[src/rtl/core/dhcpop_pkg.sv]
// Shared types and constants for the DHCP request option parser.
package dhcpop_pkg;

  localparam logic [7:0] CookieB0   = 8'h63;
  localparam logic [7:0] CookieB1   = 8'h82;
  localparam logic [7:0] CookieB2   = 8'h53;
  localparam logic [7:0] CookieB3   = 8'h63;
  localparam logic [7:0] HwEthernet = 8'd1;
  localparam logic [7:0] HwMacLen   = 8'd6;
  localparam logic [7:0] TagPad     = 8'd0;
  localparam logic [7:0] TagEnd     = 8'd255;
  localparam logic [7:0] TagMsgType = 8'd53;
  localparam logic [7:0] TagReqIp   = 8'd50;
  localparam logic [7:0] TagSrvId   = 8'd54;
  localparam logic [7:0] LenMsgType = 8'd1;
  localparam logic [7:0] LenAddr    = 8'd4;

  localparam logic [7:0] MsgDiscover = 8'd1;
  localparam logic [7:0] MsgRequest  = 8'd3;
  localparam logic [7:0] MsgDecline  = 8'd4;
  localparam logic [7:0] MsgRelease  = 8'd7;
  localparam logic [7:0] MsgInform   = 8'd8;

  localparam int unsigned OutDataW = 80;

  typedef enum logic [3:0] {
    VerdictDiscover  = 4'd0,
    VerdictReqOurs   = 4'd1,
    VerdictReqOther  = 4'd2,
    VerdictRelOurs   = 4'd3,
    VerdictRelOther  = 4'd4,
    VerdictInform    = 4'd5,
    VerdictDecline   = 4'd6,
    VerdictUnknown   = 4'd7,
    VerdictBadLen    = 4'd8,
    VerdictBadHwType = 4'd9,
    VerdictBadHwLen  = 4'd10,
    VerdictNoEnd     = 4'd11
  } verdict_e;

  typedef struct packed {
    logic [7:0] data;
    logic       first;
    logic       last;
    logic       hw_type_bad;
    logic       hw_len_bad;
    logic [3:0] cookie_hit;
    logic       is_end;
    logic       is_pad;
    logic       is_msg_type;
    logic       is_req_ip;
    logic       is_srv_id;
    logic       len_one;
    logic       len_four;
    logic       len_zero;
  } byte_info_t;

endpackage

[src/rtl/core/dhcpop_front.sv]
// Input byte classifier: decodes tag, length, cookie and header checks.
module dhcpop_front import dhcpop_pkg::*; (
  input  logic [7:0]  option_byte_i,
  input  logic        first_byte_i,
  input  logic        last_byte_i,
  input  logic [7:0]  hw_type_i,
  input  logic [7:0]  hw_len_i,
  output byte_info_t  info_o
);

  always_comb begin
    info_o.data          = option_byte_i;
    info_o.first         = first_byte_i;
    info_o.last          = last_byte_i;
    info_o.hw_type_bad   = (hw_type_i != HwEthernet);
    info_o.hw_len_bad    = (hw_len_i != HwMacLen);
    info_o.cookie_hit[0] = (option_byte_i == CookieB0);
    info_o.cookie_hit[1] = (option_byte_i == CookieB1);
    info_o.cookie_hit[2] = (option_byte_i == CookieB2);
    info_o.cookie_hit[3] = (option_byte_i == CookieB3);
    info_o.is_end        = (option_byte_i == TagEnd);
    info_o.is_pad        = (option_byte_i == TagPad);
    info_o.is_msg_type   = (option_byte_i == TagMsgType);
    info_o.is_req_ip     = (option_byte_i == TagReqIp);
    info_o.is_srv_id     = (option_byte_i == TagSrvId);
    info_o.len_one       = (option_byte_i == LenMsgType);
    info_o.len_four      = (option_byte_i == LenAddr);
    info_o.len_zero      = (option_byte_i == 8'd0);
  end

endmodule

[src/rtl/core/dhcpop_queue.sv]
// Two-entry queue of classified bytes between front and back.
module dhcpop_queue import dhcpop_pkg::*; (
  input  logic        clk_i,
  input  logic        rst_ni,
  input  logic        push_i,
  input  byte_info_t  push_data_i,
  output logic        full_o,
  input  logic        pop_i,
  output logic        valid_o,
  output byte_info_t  pop_data_o
);

  byte_info_t mem_q [2];
  logic       wr_ptr_q, wr_ptr_d;
  logic       rd_ptr_q, rd_ptr_d;
  logic [1:0] count_q, count_d;
  logic       do_push, do_pop;

  assign full_o     = (count_q == 2'd2);
  assign valid_o    = (count_q != 2'd0);
  assign pop_data_o = mem_q[rd_ptr_q];
  assign do_push    = push_i && !full_o;
  assign do_pop     = pop_i && valid_o;

  always_comb begin
    wr_ptr_d = do_push ? ~wr_ptr_q : wr_ptr_q;
    rd_ptr_d = do_pop ? ~rd_ptr_q : rd_ptr_q;
    count_d  = count_q;
    if (do_push && !do_pop) begin
      count_d = count_q + 2'd1;
    end else if (!do_push && do_pop) begin
      count_d = count_q - 2'd1;
    end
  end

  always_ff @(posedge clk_i or negedge rst_ni) begin
    if (!rst_ni) begin
      wr_ptr_q <= 1'b0;
      rd_ptr_q <= 1'b0;
      count_q  <= 2'd0;
    end else begin
      wr_ptr_q <= wr_ptr_d;
      rd_ptr_q <= rd_ptr_d;
      count_q  <= count_d;
    end
  end

  always_ff @(posedge clk_i) begin
    if (do_push) begin
      mem_q[wr_ptr_q] <= push_data_i;
    end
  end

endmodule

[src/rtl/core/dhcpop_back.sv]
// Option walker: parse state, option capture and verdict output register.
module dhcpop_back import dhcpop_pkg::*; (
  input  logic                clk_i,
  input  logic                rst_ni,
  input  logic [31:0]         server_address_i,
  input  logic                item_valid_i,
  input  byte_info_t          item_i,
  output logic                item_pop_o,
  output logic                out_valid_o,
  input  logic                out_ready_i,
  output logic [OutDataW-1:0] out_data_o
);

  typedef enum logic [1:0] {
    PhCookie,
    PhTag,
    PhLen,
    PhValue
  } phase_e;

  typedef enum logic [1:0] {
    TagOther,
    TagIsMsg,
    TagIsIp,
    TagIsSrv
  } tag_kind_e;

  phase_e       phase_q, phase_d;
  tag_kind_e    tag_q, tag_d;
  logic [1:0]   cookie_cnt_q, cookie_cnt_d;
  logic         cookie_good_q, cookie_good_d;
  logic [7:0]   left_q, left_d;
  logic [7:0]   type_q, type_d;
  logic [31:0]  ip_q, ip_d;
  logic [31:0]  sid_q, sid_d;
  logic         done_q, done_d;
  logic         out_valid_q, out_valid_d;
  logic [OutDataW-1:0] out_data_q, out_data_d;
  logic         emit;
  verdict_e     verdict;
  verdict_e     class_verdict;
  logic         match;
  logic [7:0]   left_dec;

  assign item_pop_o  = item_valid_i && (!emit || !out_valid_q || out_ready_i);
  assign out_valid_o = out_valid_q;
  assign out_data_o  = out_data_q;
  assign left_dec    = left_q - 8'd1;

  always_comb begin
    unique case (type_q)
      MsgDiscover: class_verdict = VerdictDiscover;
      MsgRequest:  class_verdict = ((sid_q == server_address_i) || (sid_q == 32'd0)) ?
                                   VerdictReqOurs : VerdictReqOther;
      MsgRelease:  class_verdict = (sid_q == server_address_i) ?
                                   VerdictRelOurs : VerdictRelOther;
      MsgInform:   class_verdict = VerdictInform;
      MsgDecline:  class_verdict = VerdictDecline;
      default:     class_verdict = VerdictUnknown;
    endcase
  end

  always_comb begin
    phase_d       = phase_q;
    tag_d         = tag_q;
    cookie_cnt_d  = cookie_cnt_q;
    cookie_good_d = cookie_good_q;
    left_d        = left_q;
    type_d        = type_q;
    ip_d          = ip_q;
    sid_d         = sid_q;
    done_d        = done_q;
    emit          = 1'b0;
    verdict       = VerdictUnknown;
    match         = 1'b0;

    if (item_i.first) begin
      phase_d       = PhCookie;
      tag_d         = TagOther;
      cookie_cnt_d  = 2'd0;
      cookie_good_d = 1'b0;
      left_d        = 8'd0;
      type_d        = 8'd0;
      ip_d          = 32'd0;
      sid_d         = 32'd0;
      done_d        = 1'b0;
      if (item_i.hw_type_bad) begin
        emit    = 1'b1;
        verdict = VerdictBadHwType;
      end else if (item_i.hw_len_bad) begin
        emit    = 1'b1;
        verdict = VerdictBadHwLen;
      end
    end

    if (!emit && !done_d) begin
      unique case (phase_d)
        PhCookie: begin
          match         = item_i.cookie_hit[cookie_cnt_d];
          cookie_good_d = (cookie_cnt_d == 2'd0) ? match : (cookie_good_d && match);
          if (cookie_cnt_d == 2'd3) begin
            if (!cookie_good_d) begin
              emit    = 1'b1;
              verdict = VerdictUnknown;
            end else begin
              phase_d      = PhTag;
              cookie_cnt_d = 2'd0;
            end
          end else begin
            cookie_cnt_d = cookie_cnt_d + 2'd1;
          end
        end
        PhTag: begin
          if (item_i.is_end) begin
            emit    = 1'b1;
            verdict = class_verdict;
          end else if (!item_i.is_pad) begin
            phase_d = PhLen;
            if (item_i.is_msg_type) begin
              tag_d = TagIsMsg;
            end else if (item_i.is_req_ip) begin
              tag_d = TagIsIp;
            end else if (item_i.is_srv_id) begin
              tag_d = TagIsSrv;
            end else begin
              tag_d = TagOther;
            end
          end
        end
        PhLen: begin
          if (((tag_q == TagIsMsg) && !item_i.len_one) ||
              (((tag_q == TagIsIp) || (tag_q == TagIsSrv)) && !item_i.len_four)) begin
            emit    = 1'b1;
            verdict = VerdictBadLen;
          end else begin
            left_d  = item_i.data;
            phase_d = item_i.len_zero ? PhTag : PhValue;
          end
        end
        default: begin
          case (tag_q)
            TagIsMsg: type_d = item_i.data;
            TagIsIp:  ip_d   = {ip_q[23:0], item_i.data};
            TagIsSrv: sid_d  = {sid_q[23:0], item_i.data};
            default:  ;
          endcase
          left_d = left_dec;
          if (left_dec == 8'd0) begin
            phase_d = PhTag;
          end
        end
      endcase
      if (!emit && item_i.last) begin
        emit    = 1'b1;
        verdict = VerdictNoEnd;
      end
    end

    if (emit) begin
      done_d = 1'b1;
    end

    out_data_d = {4'd0, sid_d, ip_d, type_d, verdict};
    if (item_pop_o && emit) begin
      out_valid_d = 1'b1;
    end else if (out_ready_i) begin
      out_valid_d = 1'b0;
    end else begin
      out_valid_d = out_valid_q;
    end
  end

  always_ff @(posedge clk_i or negedge rst_ni) begin
    if (!rst_ni) begin
      phase_q       <= PhCookie;
      tag_q         <= TagOther;
      cookie_cnt_q  <= 2'd0;
      cookie_good_q <= 1'b0;
      left_q        <= 8'd0;
      type_q        <= 8'd0;
      ip_q          <= 32'd0;
      sid_q         <= 32'd0;
      done_q        <= 1'b1;
      out_valid_q   <= 1'b0;
      out_data_q    <= '0;
    end else begin
      out_valid_q <= out_valid_d;
      if (item_pop_o) begin
        phase_q       <= phase_d;
        tag_q         <= tag_d;
        cookie_cnt_q  <= cookie_cnt_d;
        cookie_good_q <= cookie_good_d;
        left_q        <= left_d;
        type_q        <= type_d;
        ip_q          <= ip_d;
        sid_q         <= sid_d;
        done_q        <= done_d;
        if (emit) begin
          out_data_q <= out_data_d;
        end
      end
    end
  end

endmodule

[src/rtl/core/dhcp_request_option_parser_unit.sv]
// Top level of the DHCP request option parser.
// Takes one options-area byte per cycle while the input queue has room and returns one verdict
// per packet, at the end option, at the first error, or with the last byte when no end option
// came. Each byte is classified on entry, held in a two-entry queue and walked by the option
// parser, so the sustained rate is one byte per clock unless a verdict waits; a verdict is
// captured in the output register after its byte passes the queue and the parse step, and
// waits there while further bytes that give no verdict keep flowing; a byte that gives the next
// verdict holds the parser until the waiting one is taken.
module dhcp_request_option_parser_unit import dhcpop_pkg::*; (
  input  logic                clk_i,
  input  logic                rst_ni,
  input  logic                cfg_valid_i,
  output logic                cfg_ready_o,
  input  logic [31:0]         cfg_data_i,      // server_address
  input  logic                s_axis_tvalid,
  output logic                s_axis_tready,
  input  logic [23:0]         s_axis_tdata,    // option_byte, hw_type, hw_len
  input  logic                s_axis_tuser,    // first_byte
  input  logic                s_axis_tlast,    // last_byte
  output logic                m_axis_tvalid,
  input  logic                m_axis_tready,
  output logic [OutDataW-1:0] m_axis_tdata     // verdict, message_type, requested_ip,
                                               // server_id, 4 zero bits
);

  logic [31:0] server_address_q;
  byte_info_t  front_info;
  byte_info_t  queue_info;
  logic        queue_full;
  logic        queue_valid;
  logic        queue_pop;

  assign cfg_ready_o   = 1'b1;
  assign s_axis_tready = !queue_full;

  always_ff @(posedge clk_i or negedge rst_ni) begin
    if (!rst_ni) begin
      server_address_q <= 32'd0;
    end else if (cfg_valid_i) begin
      server_address_q <= cfg_data_i;
    end
  end

  dhcpop_front u_front (
    .option_byte_i (s_axis_tdata[7:0]),
    .first_byte_i  (s_axis_tuser),
    .last_byte_i   (s_axis_tlast),
    .hw_type_i     (s_axis_tdata[15:8]),
    .hw_len_i      (s_axis_tdata[23:16]),
    .info_o        (front_info)
  );

  dhcpop_queue u_queue (
    .clk_i       (clk_i),
    .rst_ni      (rst_ni),
    .push_i      (s_axis_tvalid),
    .push_data_i (front_info),
    .full_o      (queue_full),
    .pop_i       (queue_pop),
    .valid_o     (queue_valid),
    .pop_data_o  (queue_info)
  );

  dhcpop_back u_back (
    .clk_i            (clk_i),
    .rst_ni           (rst_ni),
    .server_address_i (server_address_q),
    .item_valid_i     (queue_valid),
    .item_i           (queue_info),
    .item_pop_o       (queue_pop),
    .out_valid_o      (m_axis_tvalid),
    .out_ready_i      (m_axis_tready),
    .out_data_o       (m_axis_tdata)
  );

endmodule

[config.mk]
export PLATFORM = sky130hd
export DESIGN_NAME = dhcp_request_option_parser_unit
export DESIGN_NICKNAME = d
export VERILOG_FILES = /design/src/rtl/core/dhcpop_pkg.sv /design/src/rtl/core/dhcpop_front.sv /design/src/rtl/core/dhcpop_queue.sv /design/src/rtl/core/dhcpop_back.sv /design/src/rtl/core/dhcp_request_option_parser_unit.sv
export SDC_FILE = /design/constraint.sdc
export NUM_CORES = 1
export LEC_CHECK = 0
export ABC_CLOCK_PERIOD_IN_PS = 5350
export BUFFER_PORTS_ARGS = -buffer_cell sky130_fd_sc_hd__clkbuf_2
export CORE_ASPECT_RATIO = 2
export CORE_MARGIN = 10
export CORE_UTILIZATION = 55
export DETAILED_ROUTE_END_ITERATION = 8
export GPL_ROUTABILITY_DRIVEN = 0
export PLACE_DENSITY = 0.76
export SETUP_SLACK_MARGIN = 0.4
export SLEW_MARGIN = 20
export SYNTH_ARGS = -nofsm -noshare
export SYNTH_HDL_FRONTEND = slang
export SYNTH_HIERARCHICAL = 1
export SYNTH_SLANG_ARGS = --single-unit
[constraint.sdc]
create_clock -name clk_i -period 5.35 [get_ports clk_i]
set_input_delay 0.535 -clock clk_i [delete_from_list [all_inputs] [get_ports clk_i]]
set_output_delay 0.535 -clock clk_i [all_outputs]
set_load 0.01 [all_outputs]
[Word-level counts from Yosys, hierarchy flattened]
Memories as Yosys holds them, arrays and structs flattened.
Index checks and enable logic that the tools add are counted.
Cells by class
  add/subtract/negate cells: 4
  $lt $le $gt $ge: 1
  eq/ne operators: 24
  mux-type cells: 77
  bitwise operators: 2
  reductions and logical operators: 37
Operators by type and width (count)
  two-way mux 32 bit: 8
  two-way mux 8 bit: 7
  two-way mux 2 bit: 25
  two-way mux 4 bit: 9
  == test 32 bit: 1
  logical NOT 32 bit: 1
  == test 8 x 3 -> 1 bit (second input constant): 3
  == test 8 x 6 -> 1 bit (second input constant): 3
  two-way mux 1 bit: 21
  one-hot mux 4 bit (5 select lines): 1
  == test 8 x 1 -> 1 bit (second input constant): 2
  == test 8 x 7 -> 1 bit (second input constant): 2
  == test 8 bit (second input constant): 2
  logical NOT 8 bit: 2
  one-hot mux 8 bit (2 select lines): 1
  one-hot mux 4 bit (3 select lines): 1
  logical AND 1 bit: 11
  == test 2 bit (second input constant): 5
  logical NOT 1 bit: 10
  == test 8 x 2 -> 1 bit (second input constant): 1
  == test 8 x 4 -> 1 bit (second input constant): 1
  inequality test 8 x 1 -> 1 bit (second input constant): 1
  inequality test 8 x 3 -> 1 bit (second input constant): 1
  subtractor 8 x 1 -> 8 bit (second input constant): 1
  15 further kinds: 25
Word-level totals
  register bits: 201
  bits in writable memories: 48
  bits of input ports: 63
  output and inout bits: 83
  memories kept: 1
Memories
  u_queue.mem_q: words 2, width 24, read ports 1, clocked after Yosys merged registers in 0, wr ports 1, line dhcpop_queue.sv:13  | byte_info_t mem_q [2];

[Logic depth before layout (Yosys ltp)]
Gate-level depths: netlist (run 1).
An unclocked memory read counts as a cell.
  depth in word-level cells: 22
  depth in mapped cells: 17

[By module]
The synthesis (run 1) kept the hierarchy.
By module, submodules not included
  dhcpop_back: instances 1, cells an instance 891, area each 8464.4 µm²
  dhcpop_queue: instances 1, cells an instance 94, area each 2034.5 µm²
  dhcp_request_option_parser_unit: instances 1, cells an instance 71, area each 1360.1 µm²
  dhcpop_front: instances 1, cells an instance 39, area each 304.0 µm²

[Least setup slack after synthesis (run 1)]
OpenSTA, ideal clock, no wires.
  path type: flip-flop to flip-flop
  start point: register u_queue.rd_ptr_q
  end point: register u_back.sid_q[10]
  arrival: 3180 ps
  required time: 5229 ps
  slack: 2049 ps
  cell stages (with the launch flop): 17
  path buffers: 6
  period minus slack after synthesis: 3301 ps
  path through: dfrtp_1 buf_6 mux2_2 buf_6 clkbuf_1 nor2b_1 inv_1 ha_1 clkbuf_1 o21ai_0 o211a_1 o211ai_4 inv_4 and2_1 buf_4 buf_6 a22o_1
RTL lines
  start, declared: line dhcpop_queue.sv:15  | logic rd_ptr_q, rd_ptr_d;
  start signal, assigned: line dhcpop_queue.sv:43  | rd_ptr_q <= rd_ptr_d;
  end signal, assigned: line dhcpop_back.sv:196  | sid_q <= sid_d;
  end, declared: line dhcpop_back.sv:35  | logic [31:0] sid_q, sid_d;

==> flow_metrics.tcl, run 1 <==
set metrics [dict create \
    intPower_mw 3.90 \
    synth.avg_cell_area_um2 11.1 \
    status "finished, final reports clean" \
    worstPathMaxFanout 22 \
    grt_pass1_wl_um 52900 \
    die_y_um 230 \
    hpwl_um 23700 \
    wl_per_cell_um 22.9 \
    crit_required_ns 5.81 \
    slew_headroom 0.295 \
    ff2ff_path_depth 9 \
    dpl_cell_area_um2 12800 \
    timing.final.crit_share 0.781 \
    ir_worst_vdd_mv 0.514 \
    via_per_inst 6.21 \
    io_buffers 140 \
    cts.sinks 249 \
    routed_wl_um 33700 \
    p_leak_nw 6.13 \
    clkPwrFrac 0.284 \
    cts_tree "yes" \
    synth.area.top_cells "dfrtp_1 (41%), edfxtp_1 (12%), mux2_4 (6.0%)" \
    cts_max_path_buffers 3 \
    h-tree-depth 1 \
    reg2reg_to "u_back/type_q[5]" \
    maxCapViolCount 0 \
    ys_ff_latch 249 \
    insertion_delay_ns 0.52 \
    overflow 0 \
    synth-async-reset-ratio 0.807 \
    synth-edff-count 48 \
    power_density_nw_per_um2 454 \
    start_kind "flip-flop" \
    setup_violations 0 \
    clk_pin_slew_ns 0.07 \
    synth_area_um2 12200 \
    cts_buffers 22 \
    ctsResizeCount 0 \
    sw_frac_of_total 0.369 \
    grt.total_usage 0.226 \
    drive_above_1_share 0.227 \
    p_sw_mw 2.28 \
    yosysTopAreaCell "dfrtp_1" \
    yosys.area_share.simple 0.137 \
    synth_top_family_by_area "compound AO/OA/AOI/OAI gates" \
    critPathCaptureType "flip-flop" \
    skew_ns 0.00832 \
    grt_setup_unrepaired "no" \
    seqPwrFrac 0.372 \
    core_um2 21700 \
    drt_first_pass_iters 6 \
    start_util 0.561 \
    yosys.area_share.adder 0.00926 \
    layout.nets 1259 \
    drc 0 \
    postCtsSetupRepairBufs 0 \
    drt_iter0_drc 903 \
    synth-compound-area-share 0.165 \
    cts-root-buf "clkbuf_16" \
    combPwrFrac 0.344 \
    synthCells 1095 \
    synth_xor_area_frac 0.0288 \
    hold_viol_final 0 \
    slew_viol_final 0 \
    ys_warn_count 6 \
    tightest_slew_ns 1.06 \
    vias 9155 \
    critPathKind "reg -> reg" \
    tns_ns 0 \
    reg2reg_slack_ns 1.17 \
    die-area_um2 28800 \
    rows 76 \
    diodes 0 \
    clock.fmax_ghz 0.239 \
    antenna_left 0 \
    cp.arrival_ns 4.64 \
    period_needed_ns 4.18 \
    dp_slack_ns 1.37 \
    antenna_found_initial 0 \
    area_growth_pct 11.9 \
    r2r-start "u_queue/rd_ptr_q" \
    synth.area.mux_share 0.0714 \
    ys_seq_area_frac 0.532 \
    grt_max_degree 122 \
    hold_buffers 0 \
    yosysTopAreaCellShare 0.411 \
    fin_area_um2 13600 \
    io_pins 146 \
    hold_class "in -> async" \
    fin_ws_ns 1.17 \
    ys.flop_type "dfrtp_1" \
    synth_cell_types 75 \
    grt_pass1_vias 9218 \
    die_x_um 125 \
]
cell usage in the layout, fill, tap and decap left out, drive strengths merged, types with 3 or more instances in the layout:
cell type / count
ha: 9
xor2: 4
a32o: 4
a22o: 75
nand2: 99
o2111ai: 3
dfrtp: 200
and3: 37
nor2: 52
a31oi: 8
nor4: 22
nand3b: 4
nand2b: 9
mux2: 59
bufinv: 4
nand4: 13
edfxtp: 48
nor4b: 5
nand3: 10
clkbuf: 169
a21oi: 76
buf: 13
nor3: 10
xnor2: 36
inv: 30
o31ai: 3
nor3b: 33
clkinv: 4
nor2b: 8
or4: 3
o21ai: 100
a211oi: 5
a311oi: 7
conb: 5
cell type report:
cell class | instances | area, µm²
Fill cell | 1772 | 8070
Sequential cell | 249 | 6470
Multi-Input combinational cell | 732 | 5070
Timing Repair Buffer | 152 | 812
Clock buffer | 30 | 657
Tap cell | 273 | 342
Clock inverter | 9 | 148
Inverter | 30 | 115
state kept, by name, summed over array words and instances, names as in the netlist:
| signal | count |
|---|---|
| u_back/out_data_o | 76 |
| u_queue/mem_q | 48 |
| server_address_q | 32 |
| u_back/ip_q | 32 |
| u_back/sid_q | 32 |
| u_back/left_q | 8 |
| u_back/type_q | 8 |
| u_back/cookie_cnt_q | 2 |
| u_back/phase_q | 2 |
| u_back/tag_q | 2 |
| u_queue/count_q | 2 |
| u_back/cookie_good_q | 1 |
| u_back/done_q | 1 |
| u_back/out_valid_o | 1 |
| u_queue/rd_ptr_q | 1 |
| u_queue/wr_ptr_q | 1 |
worst max-delay path, cell delays in order (launching register included):
cell and delay [ns]:
dfrtp_1 0.35, mux2_2 0.50, nand2b_1 0.29, inv_1 0.13
ha_1 0.70, inv_1 0.32, nor3_1 0.46, nand3_1 0.53
nor2_1 0.60, a22o_1 0.23
metal layers:
layer  up-vias  global-route usage  share of wire
li1       4160                   -              -
met2       378               0.419           0.55
met1      4513               0.240           0.35
met5         -                   0              0
met4         0               0.116          0.049
met3       104              0.0357          0.051
synthesized netlist by cell type (4+ instances only):
cell type  count
o21ai_0       97
mux2_4        49
nor4b_1        4
xnor2_1       36
a21oi_1       76
buf_4         25
a32o_1         4
a22o_1        75
nand2_1       98
mux2_2        10
dfrtp_1      200
buf_6          6
nand4_1       13
nor2b_1        6
nor2_1        51
buf_2         13
nor4_1        20
a311oi_1       7
a211oi_1       5
nor3b_1       32
buf_12         5
a31oi_1        8
nand3_1       10
buf_1          5
clkbuf_1      33
inv_1         29
xor2_1         4
nand2b_1       9
and3_1        37
nand3b_1       4
ha_1           9
edfxtp_1      48
nor3_1        10
cell families (layout without fill, tap and decap cells):
logic type	Yosys count	in the layout
AOI/OAI and AO/OA	306	306
xor gates and xnor gates	40	40
adders and majority gates	9	9
buffers and inverters	117	221
DFF	249	249
muxes	61	61
other	2	5
and+or+nand+nor	311	311
stage by stage:
step            util  hold slack, ns  cells  power [mW]
2_1_floorplan      -           0.239   1098        3.91
3_3_place_gp   0.590           0.463   1436        4.37
3_5_place_dp   0.590           0.471   1436        4.41
4_1_cts        0.627           0.194   1475        6.16
5_1_grt        0.628           0.193   1475        6.49
6_report       0.628           0.163   1475        6.18
worst max-delay path by stage:
stage          slack [ns]             start          endpoint  cells after the start
6_report             1.17  u_queue/rd_ptr_q  u_back/type_q[5]                      9
3_5_place_dp         1.37  u_queue/rd_ptr_q  u_back/type_q[4]                      9
3_3_place_gp         1.45  u_queue/rd_ptr_q  u_back/type_q[6]                      9
5_1_grt              0.94  u_queue/rd_ptr_q  u_back/type_q[0]                      9
2_1_floorplan        2.05  u_queue/rd_ptr_q  u_back/sid_q[10]                     16
4_1_cts              1.35  u_queue/rd_ptr_q  u_back/type_q[5]                      9
power by group through the flow:
stage | Combinational (mW) | Clock [mW] | Sequential [mW]
after floorplan | 1.61 | 0 | 2.30
after global placement | 2.04 | 0 | 2.33
after detailed placement | 2.08 | 0 | 2.33
after CTS | 2.09 | 1.78 | 2.30
after global routing | 2.32 | 1.86 | 2.32
final | 2.13 | 1.75 | 2.30
No activity file was read; power rests on OpenSTA's default activity.
==> run 2, diff against run 1 <==
--- a/config.mk
+++ b/config.mk
@@ -5,11 +5,12 @@
 export SDC_FILE = /design/constraint.sdc
 export NUM_CORES = 1
 export LEC_CHECK = 0
-export ABC_CLOCK_PERIOD_IN_PS = 5350
+export ABC_AREA = 1
+export ABC_CLOCK_PERIOD_IN_PS = 3600
 export BUFFER_PORTS_ARGS = -buffer_cell sky130_fd_sc_hd__clkbuf_2
 export CORE_ASPECT_RATIO = 2
 export CORE_MARGIN = 10
-export CORE_UTILIZATION = 55
+export CORE_UTILIZATION = 53
 export DETAILED_ROUTE_END_ITERATION = 8
 export GPL_ROUTABILITY_DRIVEN = 0
 export PLACE_DENSITY = 0.76
==> constraint.sdc (replaced) <==
create_clock -name clk_i -period 3.6 [get_ports clk_i]
set_input_delay 0.36 -clock clk_i [delete_from_list [all_inputs] [get_ports clk_i]]
set_output_delay 0.36 -clock clk_i [all_outputs]
set_load 0.01 [all_outputs]
==> flow_metrics.tcl, run 2 <==
set metrics [dict create \
    status "finished, final reports clean" \
    maxCapViolCount 0 \
    min_from "cfg_data_i[9]" \
    grt.total_usage 0.208 \
    dp_slack_ns 0.383 \
    ys_ff_latch 249 \
    ys.flop_type "dfrtp_1" \
    drive_above_1_share 0.168 \
    ff2ff_path_depth 24 \
    antenna_found_initial 0 \
    wl_per_cell_um 16.5 \
    clkPwrFrac 0.282 \
    synth.avg_cell_area_um2 8.10 \
    grt_max_degree 172 \
    cts_max_path_buffers 3 \
    p_leak_nw 6.83 \
    ir_worst_vdd_mv 0.800 \
    drt_iter0_drc 859 \
    synth_cell_types 46 \
    start_kind "flip-flop" \
    fin_ws_ns 0.535 \
    vias 10600 \
    yosysMostFrequentCell "nand2_1" \
    io_pins 146 \
    routed_wl_um 32900 \
    period_needed_ns 3.07 \
    fin_area_um2 14400 \
    overflow 0 \
    grt_pass1_vias 10300 \
    cts_buffers 24 \
    p_sw_mw 3.58 \
    largest_reg_flops 76 \
    cts-root-buf "clkbuf_16" \
    via_per_inst 5.30 \
    power_density_nw_per_um2 624 \
    synth-async-reset-ratio 0.807 \
    layout_commonest_cell "nand2_1" \
    cts_tree "yes" \
    clock.fmax_ghz 0.326 \
    critPathKind "reg -> reg" \
    worstPathMaxFanout 15 \
    synth.area.top_cells "dfrtp_1 (39%), nand2_1 (14%), edfxtp_1 (11%)" \
    slew_headroom 0.345 \
    insertion_delay_ns 0.54 \
    die_x_um 130 \
    io_buffers 140 \
    die_y_um 240 \
    ys_seq_area_frac 0.503 \
    layout.nets 1764 \
    setup_violations 0 \
    area_growth_pct 12.0 \
    synth_area_um2 12900 \
    h-tree-depth 1 \
    whs_endpoint "server_address_q[9]" \
    combPwrFrac 0.350 \
    die-area_um2 31300 \
    reg2reg_slack_ns 0.53 \
    drc 0 \
    seqPwrFrac 0.368 \
    final_cell_mix "nand2_1 (475), inv_1 (209), dfrtp_1 (199)" \
    instances_no_fill 1996 \
    core_um2 23900 \
    slew_viol_final 0 \
    synthCells 1589 \
    nFillCells 2100 \
    intPower_mw 5.41 \
    tightest_slew_ns 0.981 \
    worst_hold_path.num_cells 3 \
    r2r-start "u_queue/rd_ptr_q" \
    antenna_left 0 \
    hold_class "in -> reg" \
    drt_first_pass_iters 6 \
    grt_setup_unrepaired "yes" \
    rows 80 \
    start_util 0.538 \
    skew_ns 0.0243 \
    yosysTopAreaCell "dfrtp_1" \
    grt_pass1_wl_um 52100 \
    synthTopCellsByCount "nand2_1 (477), inv_1 (209), dfrtp_1 (200), o21ai_0 (181), nand3_1 (79)" \
    yosysTopAreaCellShare 0.389 \
    diodes 0 \
    tns_ns 0 \
    power.total_mw 8.98 \
    timing.final.crit_share 0.851 \
    cp.arrival_ns 3.48 \
    hold_viol_final 0 \
    hpwl_um 23600 \
    dpl.cell_count 1948 \
    crit_start "u_queue/rd_ptr_q" \
    ys_warn_count 6 \
    critPathCaptureType "flip-flop" \
    dpl_cell_area_um2 13500 \
    crit_required_ns 4.01 \
    clk_pin_slew_ns 0.07 \
    sw_frac_of_total 0.398 \
    synth-edff-count 48 \
    cts.sinks 249 \
    reg2reg_to "u_queue/count_q[1]" \
]
[run 2: cell count changes after synthesis, sizes merged, moves of 37 or more]
cell,previous run,this run
inv,30,217
o21ai,100,258
and3,37,0
nand3,10,83
mux2,59,0
a21oi,76,16
nand2,99,538
a22o,75,0
[run 2: cell families after synthesis]
family / count (synthesis) / synth area share
AO/OA/AOI/OAI: 293 / 0.117
XOR/XNOR: 21 / 0.0143
adder cells (fa/ha/maj): 9 / 0.00875
buffers and inverters: 307 / 0.113
flip-flops: 249 / 0.503
other: 2 / 0.000584
AND/OR/NAND/NOR: 708 / 0.242
[run 2: timing repair]
action / in CTS / in global routing
setup buffers: 0 / 3
hold buffers: 1 / 0
cloned: 0 / 1
endpoints found under the hold margin: 83 / 0
endpoints found under the setup margin: 28 / 155
gates resized for setup: 1 / 12
[run 2: routing by layer]
metal / global-route usage / share of wire
met3: 0.0333 / 0.060
met4: 0.113 / 0.051
met2: 0.374 / 0.52
met5: 0 / 0
met1: 0.226 / 0.37
[run 2: final cells by class]
class                           count  area, µm²  share of cell area
Sequential cell                   249       6470               0.449
Multi-Input combinational cell   1037       4980               0.346
Timing Repair Buffer              161        956              0.0663
Inverter                          219        845              0.0586
Clock buffer                       32        673              0.0467
Tap cell                          287        359              0.0249
Clock inverter                     11        118             0.00816
[run 2: critical path, cell delays in order, from the launching register on]
cell	delay (ns)
dfrtp_2	0.48
inv_8	0.11
nand2_1	0.06
nand2_2	0.10
inv_6	0.09
nand2_2	0.11
inv_1	0.09
ha_2	0.22
nand2_1	0.11
clkinv_1	0.12
o21bai_1	0.14
nand2_1	0.07
nand2_1	0.08
nand2_1	0.05
nand2_1	0.10
nand2_4	0.09
nand2_2	0.08
nand2_4	0.07
inv_4	0.11
nand2_2	0.07
ha_1	0.32
inv_1	0.09
nand3_1	0.08
nand2_1	0.06
nand2_1	0.04
[run 2: power groups by stage]
stage	logic, mW	clock network (mW)	registers, mW
after floorplan	2.41	0	3.30
after global placement	2.92	0	3.35
after detailed placement	2.97	0	3.35
after CTS	2.99	2.59	3.30
after global routing	3.45	2.71	3.32
final	3.15	2.54	3.30
[run 2: worst max-delay path by stage]
stage | endpoint | slack [ns] | cells past startpoint
6_report | u_queue/count_q[1] | 0.53 | 24
5_1_grt | u_back/ip_q[21] | 0.34 | 18
4_1_cts | u_back/out_data_o[18] | 0.41 | 16
3_5_place_dp | u_back/out_data_o[14] | 0.38 | 16
3_3_place_gp | u_queue/count_q[1] | 0.49 | 20
2_1_floorplan | u_queue/count_q[1] | 0.65 | 24
[run 2: per-stage QoR]
stage / utilization / hold WS, ns
global placement: 0.565 / 0.457
detailed placement: 0.565 / 0.458
CTS: 0.599 / 0.00522
floorplan: - / 0.0644
global route: 0.602 / 0.00900
finish: 0.602 / 0.0219
